$ cat config.mk
export PLATFORM = sky130hd
export DESIGN_NAME = button_click_classifier_unit
export DESIGN_NICKNAME = d
export VERILOG_FILES = /design/src/rtl/bcc_pkg.sv /design/src/rtl/bcc_regs.sv /design/src/rtl/bcc_timer.sv /design/src/rtl/bcc_core.sv /design/src/rtl/button_click_classifier_unit.sv
export SDC_FILE = /design/constraint.sdc
export NUM_CORES = 1
export LEC_CHECK = 0
export BUFFER_PORTS_ARGS = -buffer_cell sky130_fd_sc_hd__buf_2
export CAP_MARGIN = 20
export CORE_MARGIN = 10
export CORE_UTILIZATION = 50
export DETAILED_ROUTE_END_ITERATION = 7
export PLACE_DENSITY = 0.71
export SLEW_MARGIN = 20
export SYNTH_ARGS = -nofsm -noshare
export SYNTH_HDL_FRONTEND = slang
export SYNTH_HIERARCHICAL = 1
export SYNTH_SLANG_ARGS = --single-unit
$ cat constraint.sdc
create_clock -name i_clk -period 3.8 [get_ports i_clk]
set_input_delay 0.57 -clock i_clk [delete_from_list [all_inputs] [get_ports i_clk]]
set_output_delay 0.57 -clock i_clk [all_outputs]
set_load 0.01 [all_outputs]
$ cat src/rtl/bcc_pkg.sv
// Shared types and constants of the button click classifier.
package bcc_pkg;

    localparam int CNT_W      = 16;
    localparam int APB_ADDR_W = 4;
    localparam int APB_DATA_W = 32;

    localparam logic [CNT_W-1:0] DEBOUNCE_RST = 16'd50;
    localparam logic [CNT_W-1:0] WINDOW_RST   = 16'd200;
    localparam logic [CNT_W-1:0] HOLD_RST     = 16'd50;

    typedef enum logic [1:0] {
        REG_DEBOUNCE = 2'd0,
        REG_WINDOW   = 2'd1,
        REG_HOLD     = 2'd2
    } t_reg_idx;

    typedef struct packed {
        logic [CNT_W-1:0] debounce;
        logic [CNT_W-1:0] window;
        logic [CNT_W-1:0] hold;
    } t_cfg;

    typedef struct packed {
        logic load;
        logic stop;
    } t_tmr_cmd;

    typedef struct packed {
        logic press;
        logic dbl;
        logic single;
    } t_events;

endpackage

$ cat src/rtl/bcc_regs.sv
// APB configuration registers of the button click classifier.
module bcc_regs (
    input  logic                            i_clk,
    input  logic                            i_rst_n,
    input  logic                            psel,
    input  logic                            penable,
    input  logic                            pwrite,
    input  logic [bcc_pkg::APB_ADDR_W-1:0]  paddr,
    input  logic [bcc_pkg::APB_DATA_W-1:0]  pwdata,
    output logic [bcc_pkg::APB_DATA_W-1:0]  prdata,
    output logic                            pready,
    output bcc_pkg::t_cfg                   o_cfg
);
    import bcc_pkg::*;

    t_cfg     r_cfg;
    t_cfg     n_cfg;
    t_reg_idx w_idx;
    logic     w_wr;

    assign pready = 1'b1;
    assign w_idx  = t_reg_idx'(paddr[APB_ADDR_W-1:2]);
    assign w_wr   = psel && penable && pwrite && pready;

    always_comb begin
        n_cfg = r_cfg;
        if (w_wr) begin
            case (w_idx)
                REG_DEBOUNCE: n_cfg.debounce = pwdata[CNT_W-1:0];
                REG_WINDOW:   n_cfg.window   = pwdata[CNT_W-1:0];
                REG_HOLD:     n_cfg.hold     = pwdata[CNT_W-1:0];
                default:      n_cfg          = r_cfg;
            endcase
        end
    end

    always_comb begin
        case (w_idx)
            REG_DEBOUNCE: prdata = {{(APB_DATA_W-CNT_W){1'b0}}, r_cfg.debounce};
            REG_WINDOW:   prdata = {{(APB_DATA_W-CNT_W){1'b0}}, r_cfg.window};
            REG_HOLD:     prdata = {{(APB_DATA_W-CNT_W){1'b0}}, r_cfg.hold};
            default:      prdata = '0;
        endcase
    end

    always_ff @(posedge i_clk) begin
        if (!i_rst_n) begin
            r_cfg.debounce <= DEBOUNCE_RST;
            r_cfg.window   <= WINDOW_RST;
            r_cfg.hold     <= HOLD_RST;
        end else begin
            r_cfg <= n_cfg;
        end
    end

    assign o_cfg = r_cfg;

endmodule

$ cat src/rtl/bcc_timer.sv
// Loadable countdown timer with a running flag.
module bcc_timer (
    input  logic                        i_clk,
    input  logic                        i_rst_n,
    input  logic                        i_en,
    input  bcc_pkg::t_tmr_cmd           i_cmd,
    input  logic [bcc_pkg::CNT_W-1:0]   i_load_val,
    output logic                        o_running,
    output logic                        o_expiring
);
    import bcc_pkg::*;

    logic [CNT_W-1:0] r_cnt;
    logic [CNT_W-1:0] n_cnt;
    logic             r_run;
    logic             n_run;
    logic             w_le1;

    assign w_le1      = (r_cnt <= {{(CNT_W-1){1'b0}}, 1'b1});
    assign o_running  = r_run;
    assign o_expiring = r_run && w_le1;

    always_comb begin
        n_cnt = r_cnt;
        n_run = r_run;
        if (i_en) begin
            if (i_cmd.load) begin
                n_cnt = i_load_val;
                n_run = 1'b1;
            end else if (i_cmd.stop) begin
                n_cnt = '0;
                n_run = 1'b0;
            end else if (r_run) begin
                n_cnt = w_le1 ? '0 : r_cnt - 1'b1;
            end
        end
    end

    always_ff @(posedge i_clk) begin
        if (!i_rst_n) begin
            r_cnt <= '0;
            r_run <= 1'b0;
        end else begin
            r_cnt <= n_cnt;
            r_run <= n_run;
        end
    end

endmodule

$ cat src/rtl/bcc_core.sv
// Per-tick classification: debounce, double-click window and hold timers.
module bcc_core (
    input  logic              i_clk,
    input  logic              i_rst_n,
    input  logic              i_en,
    input  logic              i_level,
    input  bcc_pkg::t_cfg     i_cfg,
    output bcc_pkg::t_events  o_events
);
    import bcc_pkg::*;

    logic r_last;
    logic n_last;
    logic r_pressed;
    logic n_pressed;
    logic r_await;
    logic n_await;

    logic     w_edge;
    logic     w_low;
    logic     w_win_run;
    logic     w_win_exp;
    logic     w_hold_run;
    logic     w_hold_exp;
    logic     w_deb_run;
    logic     w_deb_exp;
    logic     w_win_fire;
    logic     w_hold_fire;
    logic     w_deb_fire;
    logic     w_await_eff;
    logic     w_press_fire;
    logic     w_first;
    logic     w_dbl;
    logic     w_release;
    t_tmr_cmd w_win_cmd;
    t_tmr_cmd w_hold_cmd;
    t_tmr_cmd w_deb_cmd;

    assign w_edge       = (i_level != r_last);
    assign w_low        = !i_level;
    assign w_win_fire   = w_win_run && w_win_exp;
    assign w_hold_fire  = w_hold_run && w_hold_exp;
    assign w_deb_fire   = !w_edge && w_deb_run && w_deb_exp;
    assign w_await_eff  = w_win_fire ? 1'b0 : r_await;
    assign w_press_fire = w_deb_fire && w_low && !r_pressed;
    assign w_first      = w_press_fire && !w_await_eff;
    assign w_dbl        = w_press_fire && w_await_eff;
    assign w_release    = w_deb_fire && !w_low && r_pressed;

    assign w_win_cmd.load  = w_first;
    assign w_win_cmd.stop  = w_win_fire || w_dbl;
    assign w_hold_cmd.load = w_first || (w_hold_fire && w_low && !w_dbl);
    assign w_hold_cmd.stop = (w_hold_fire && !w_low) || w_dbl || w_release;
    assign w_deb_cmd.load  = w_edge;
    assign w_deb_cmd.stop  = w_deb_fire;

    assign o_events.press  = (w_hold_fire && w_low) || w_first;
    assign o_events.dbl    = w_dbl;
    assign o_events.single = w_win_fire && r_await;

    bcc_timer u_win_tmr (
        .i_clk      (i_clk),
        .i_rst_n    (i_rst_n),
        .i_en       (i_en),
        .i_cmd      (w_win_cmd),
        .i_load_val (i_cfg.window),
        .o_running  (w_win_run),
        .o_expiring (w_win_exp)
    );

    bcc_timer u_hold_tmr (
        .i_clk      (i_clk),
        .i_rst_n    (i_rst_n),
        .i_en       (i_en),
        .i_cmd      (w_hold_cmd),
        .i_load_val (i_cfg.hold),
        .o_running  (w_hold_run),
        .o_expiring (w_hold_exp)
    );

    bcc_timer u_deb_tmr (
        .i_clk      (i_clk),
        .i_rst_n    (i_rst_n),
        .i_en       (i_en),
        .i_cmd      (w_deb_cmd),
        .i_load_val (i_cfg.debounce),
        .o_running  (w_deb_run),
        .o_expiring (w_deb_exp)
    );

    always_comb begin
        n_last    = r_last;
        n_pressed = r_pressed;
        n_await   = r_await;
        if (i_en) begin
            n_last  = i_level;
            n_await = w_await_eff;
            if (w_press_fire) begin
                n_pressed = 1'b1;
            end else if (w_release) begin
                n_pressed = 1'b0;
            end
            if (w_first) begin
                n_await = 1'b1;
            end else if (w_dbl) begin
                n_await = 1'b0;
            end
        end
    end

    always_ff @(posedge i_clk) begin
        if (!i_rst_n) begin
            r_last    <= 1'b1;
            r_pressed <= 1'b0;
            r_await   <= 1'b0;
        end else begin
            r_last    <= n_last;
            r_pressed <= n_pressed;
            r_await   <= n_await;
        end
    end

endmodule

$ cat src/rtl/button_click_classifier_unit.sv
// Button click classifier: debounced press, double-click, single-click and hold repeat.
// One transaction carries the raw active-low button level of one time-base tick and
// yields exactly one result transaction with three event flags. A new tick is taken
// every clock cycle while the output side does not stall; a tick goes through an input
// register, one pass of timer and flag logic, and a result register. Timer lengths come
// from three 16-bit APB registers at byte addresses 0, 4 and 8 (debounce, double-click
// window, hold period); a new value takes effect the next time that timer is loaded.
module button_click_classifier_unit (
    input  logic                            i_clk,
    input  logic                            i_rst_n,
    input  logic                            i_in_valid,
    output logic                            o_in_ready,
    input  logic                            i_button_level,
    output logic                            o_out_valid,
    input  logic                            i_out_ready,
    output logic                            o_press_event,
    output logic                            o_double_click_event,
    output logic                            o_single_click_event,
    input  logic                            psel,
    input  logic                            penable,
    input  logic                            pwrite,
    input  logic [bcc_pkg::APB_ADDR_W-1:0]  paddr,
    input  logic [bcc_pkg::APB_DATA_W-1:0]  pwdata,
    output logic [bcc_pkg::APB_DATA_W-1:0]  prdata,
    output logic                            pready
);
    import bcc_pkg::*;

    logic    r_in_valid;
    logic    n_in_valid;
    logic    r_in_level;
    logic    n_in_level;
    logic    r_out_valid;
    logic    n_out_valid;
    t_events r_out_ev;
    t_events n_out_ev;
    t_events w_ev;
    t_cfg    w_cfg;
    logic    w_advance;

    assign w_advance  = r_in_valid && (!r_out_valid || i_out_ready);
    assign o_in_ready = !r_in_valid || w_advance;

    bcc_regs u_regs (
        .i_clk   (i_clk),
        .i_rst_n (i_rst_n),
        .psel    (psel),
        .penable (penable),
        .pwrite  (pwrite),
        .paddr   (paddr),
        .pwdata  (pwdata),
        .prdata  (prdata),
        .pready  (pready),
        .o_cfg   (w_cfg)
    );

    bcc_core u_core (
        .i_clk    (i_clk),
        .i_rst_n  (i_rst_n),
        .i_en     (w_advance),
        .i_level  (r_in_level),
        .i_cfg    (w_cfg),
        .o_events (w_ev)
    );

    always_comb begin
        n_in_valid  = r_in_valid;
        n_in_level  = r_in_level;
        n_out_valid = r_out_valid;
        n_out_ev    = r_out_ev;
        if (o_in_ready) begin
            n_in_valid = i_in_valid;
            n_in_level = i_button_level;
        end
        if (w_advance) begin
            n_out_valid = 1'b1;
            n_out_ev    = w_ev;
        end else if (i_out_ready) begin
            n_out_valid = 1'b0;
        end
    end

    always_ff @(posedge i_clk) begin
        if (!i_rst_n) begin
            r_in_valid  <= 1'b0;
            r_out_valid <= 1'b0;
        end else begin
            r_in_valid  <= n_in_valid;
            r_out_valid <= n_out_valid;
        end
    end

    always_ff @(posedge i_clk) begin
        r_in_level <= n_in_level;
        r_out_ev   <= n_out_ev;
    end

    assign o_out_valid          = r_out_valid;
    assign o_press_event        = r_out_ev.press;
    assign o_double_click_event = r_out_ev.dbl;
    assign o_single_click_event = r_out_ev.single;

endmodule

Word-level counts from Yosys, hierarchy flattened
Index checks and enable logic that the tools add are counted.

word-level totals
  register bits = 108
  output and inout bits = 38
  word-level logic and storage cells = 106

operators by class
  $add $sub $neg = 3
  magnitude comparators = 3
  equality and inequality tests = 3
  multiplexer cells = 26
  reductions and logical operators = 53

operator list
  cell                                                                     count
  16-bit two-way mux                                                       12
  16-bit by 1-bit <= comparator with 1-bit output (second input constant)  3
  16-bit one-hot mux with 3 select lines                                   1
  16-bit by 1-bit subtractor with 16-bit output (second input constant)    3
  1-bit logical AND                                                        20
  2-bit AND reduction                                                      10
  1-bit two-way mux                                                        13
  2-bit nonzero test                                                       5
  3-bit nonzero test                                                       3
  1-bit logical NOT                                                        7
  1-bit logical OR                                                         7
  2-bit by 1-bit == test with 1-bit output (second input constant)         1
  2-bit == test (second input constant)                                    1
  2-bit logical NOT                                                        1
  1-bit != test                                                            1

Longest topological paths before layout
  word-level depth = 12
  gate-level depth with buffers = 15
  gate-level depth less buffers = 15

Hierarchy
Netlist, hierarchy kept.

modules (own cells, without submodules)
  module                              times used  cells each  area each (sq um)
  bcc_regs                            1           257         2377.3
  bcc_timer at u_core.u_hold_tmr ...  2           135         1076.0
  bcc_timer at u_core.u_deb_tmr       1           139         1124.8
  bcc_core                            1           32          255.2
  button_click_classifier_unit        1           12          201.4

Least setup slack after synthesis
No wires, ideal clock.

  kind = reg-to-reg
  start = reg u_core.u_deb_tmr.r_cnt[4]
  end = reg u_core.u_hold_tmr.r_cnt[2]
  library setup time = 117 ps
  data arrival time = 3381 ps
  data required time = 3683 ps
  slack = 301 ps
  stages on the path, launching flop included = 14
  buffers on the path = 3
  period minus slack after synthesis = 3499 ps
  cell sequence = dfxtp_1 > buf_6 > or4_4 > nor3_4 > and3_2 > nand2_1 > nor4_4 > mux2_1 > clkbuf_1 > or2_1 > o21ai_1 > clkbuf_1 > nor2_1 > a32o_1

RTL lines
  what                    RTL line         text
  start, declared         bcc_timer.sv:13  logic [CNT_W-1:0] r_cnt;
  start signal, assigned  bcc_timer.sv:44  r_cnt <= n_cnt;
  end signal, assigned    bcc_timer.sv:44
  end, declared           bcc_timer.sv:13

==> impl_metrics.ini <==
[outcome]
status = finished, final reports clean

[synthesis]
synth-seq-cells = 108
synth_common_cells = nand2_1, dfxtp_1, mux2i_1
syn_inst = 710
ys_seq_area_frac = 0.3604
yosys-top-cells-area = dfxtp_1, mux2i_1, nand2_1
synth_cell_types = 70
post-synth-top-area-cell = dfxtp_1
synth-async-reset-ratio = 0
synthMostInstantiatedCell = nand2_1
synth_top_area_share = 0.3407
syn_avg_cell_area_um2 = 8.607
synth-edff-count = 4
ys.flop_type = dfxtp_1
synth_warnings = 6
syn_area_um2 = 6111

[power_and_ir_drop]
power.density_nw_per_um2 = 357.9
ir_drop_v = 0.0002191
totalPowerFinal_mw = 2.385
leakagePower_nw = 2.691

[timing]
fin_crit_sh = 0.9281
holdWs_ns = 0.3988
worst_pin_slew_ns = 1.023
rsz0062_at_grt = false
fmax_ghz = 0.2835
fin_ws_ns = 0.2732
finalMaxSlewViolations = 0
hold_viol_final = 0
fin_worst_skew_ns = 0.008881
setup_tns_ns = 0
finalSetupViolCount = 0
relSlewSlack = 0.3167
finalCriticalPeriod_ns = 3.527

[place]
place_area_um2 = 6389
pre_cts_slack_ns = 0.2881
port_buffers = 46
place_inst = 882
place.gp.congestion = 0.8589
place_hpwl_um = 12010

[critical_path]
required_ns = 4.02
critPathLaunch = u_core/u_deb_tmr/r_cnt[5]
worst_setup_path_end_kind = flip-flop
r2r_slack_ns = 0.27
r2r_start = u_core/u_deb_tmr/r_cnt[5]
critical_path_class = reg -> reg
start_kind = flip-flop
cp.arrival_ns = 3.75
cp_slowest_cell = or4_4
cp_max_fo = 7
slowest_delay_ns = 0.57
path_cells = or4_4, nor3_4, and3_2, nand2_1, nor4_4, mux2_1, or2_1, o21ai_1, buf_4, nor4_1, a32oi_1, a31oi_1

[clocking]
cts-root-buf = clkbuf_16
clk_latency_ns = 0.35
clock_path_buffers = 2
cts_made_buffers = 9
cts_max_level = 3
cts.clk_slew.worst_paths_ns = 0.07
ctsHoldBuffers = 0
clock_sinks = 108
cts_tree = yes

[final_layout]
post-route-util = 0.5547
final_cell_count_no_fill = 899
final-seq-area_um2 = 2202
fin_area_um2 = 6663
fill_cells = 1122
area_growth_pct = 9.029
drive_above_1_share = 0.1410
multi_input_area_um2 = 3542
antenna_cells = 0
nets = 799

[floorplanning]
die_h_um = 130.6
io_pins = 82
core_area_um2 = 12010
dieArea_um2 = 17040
die_w_um = 130.6
rows = 40
start_util = 0.5088

[route]
dr_total_vias = 5608
wl_per_cell_um = 18.95
totalWireLength_um = 17040
ant_nets = 0
drt_iter0_markers = 466
via_per_inst = 6.238
remaining_drc_errors = 0
dr.pass1.iters = 5

[global_routing]
grt_start_max_net_pins = 45
grtUsageMet1 = 0.2582
grt_pass1_wl_um = 27050
met2_usage = 0.3066
track_usage = 0.1962
grt_pass1_vias = 5298
antenna_found_initial = 0
grt_util_met3 = 0.03022
busiest_layer = met2
grt-ovfl-total = 0

[min_path]
hold_start = i_button_level
min_path_type = in -> reg

[run]
cap_violations = 0
## layout make-up
type	instances	area share
timing repair buffer	68	0.06028
multi-input combinational	541	0.5316
inverter	19	0.01070
clock inverter	5	0.004319
sequential	108	0.3305
tap	147	0.02761
clock buffer	11	0.03493
## state kept, by name, indices dropped and copies added (netlist names)
register and count:
o_double_click_event 1, o_out_valid 1, o_press_event 1, o_single_click_event 1
r_in_level 1, r_in_valid 1, u_core/r_await 1, u_core/r_last 1
u_core/r_pressed 1, u_core/u_deb_tmr/o_running 1, u_core/u_deb_tmr/r_cnt 16, u_core/u_hold_tmr/o_running 1
u_core/u_hold_tmr/r_cnt 16, u_core/u_win_tmr/o_running 1, u_core/u_win_tmr/r_cnt 16, u_regs/o_cfg 48
## critical path, delay by kind of cell, from the launching register on
family / cells / cell delay (ns)
compound gates: 3 / 0.56
mux: 1 / 0.38
simple gates: 7 / 1.87
buf+inv: 1 / 0.23
flops: 1 / 0.37
## power by group
| group | leakage, nW | switching [mW] | internal, mW |
|---|---|---|---|
| clock network | 0.123 | 0.418 | 0.441 |
| registers | 0.882 | 0.0282 | 1.16 |
| logic | 1.69 | 0.210 | 0.127 |
| total | 2.69 | 0.656 | 1.73 |
## layer usage
layer  up-vias  share of wire
met2       243           0.46
met3        40          0.063
met1      2677           0.44
met5         -              0
li1       2648              -
met4         0          0.037
## layout by cell type (no fill, tap or decap), types with 4 or more instances in the layout
cell and count:
nand2_1 120, dfxtp_1 104, mux2i_1 70, buf_2 45, o21ai_0 42, nor2_1 33
nand3_1 27, buf_4 22, inv_1 17, nor2b_1 17, a21oi_1 17, conb_1 17
a32oi_1 13, nor3_1 12, a221oi_1 11, a31oi_1 10, clkbuf_16 9, a32o_1 9
o21ai_1 8, ha_1 8, nand3b_1 8, a21o_1 7, or4_1 7, nor4_1 6
o22ai_1 6, a311oi_1 6, a22oi_1 6, nor4_2 6, xnor2_1 6, o32ai_1 6
o21a_1 5, edfxtp_1 4, xor2_1 4, or3_1 4, nor3b_1 4
## what timing repair did
item                       CTS  global route
setup endpoints to repair    0             3
resized for setup            0             1
setup buffers                0             0
## kinds of logic (layout without fill, tap and decap cells)
| logic type | after synthesis | in the layout | share of synthesized area |
|---|---|---|---|
| AO/OA/AOI/OAI | 161 | 161 | 0.1810 |
| XOR/XNOR | 10 | 10 | 0.01433 |
| adder cells (fa/ha/maj) | 8 | 8 | 0.01638 |
| buffers and inverters | 76 | 103 | 0.07084 |
| flip-flops | 108 | 108 | 0.3604 |
| multiplexers | 71 | 71 | 0.1165 |
| other | 2 | 17 | 0.001229 |
| AND/OR/NAND/NOR | 274 | 274 | 0.2394 |
## final timing paths
| check | end | cells after the start |
|---|---|---|
| min reg2reg | u_regs/o_cfg[29] | 2 |
| max | u_core/u_hold_tmr/r_cnt[8] | 12 |
| min | r_in_level | 1 |
| max reg2reg | u_core/u_hold_tmr/r_cnt[8] | 12 |
Note: power is estimated with default switching activity, not from simulation.
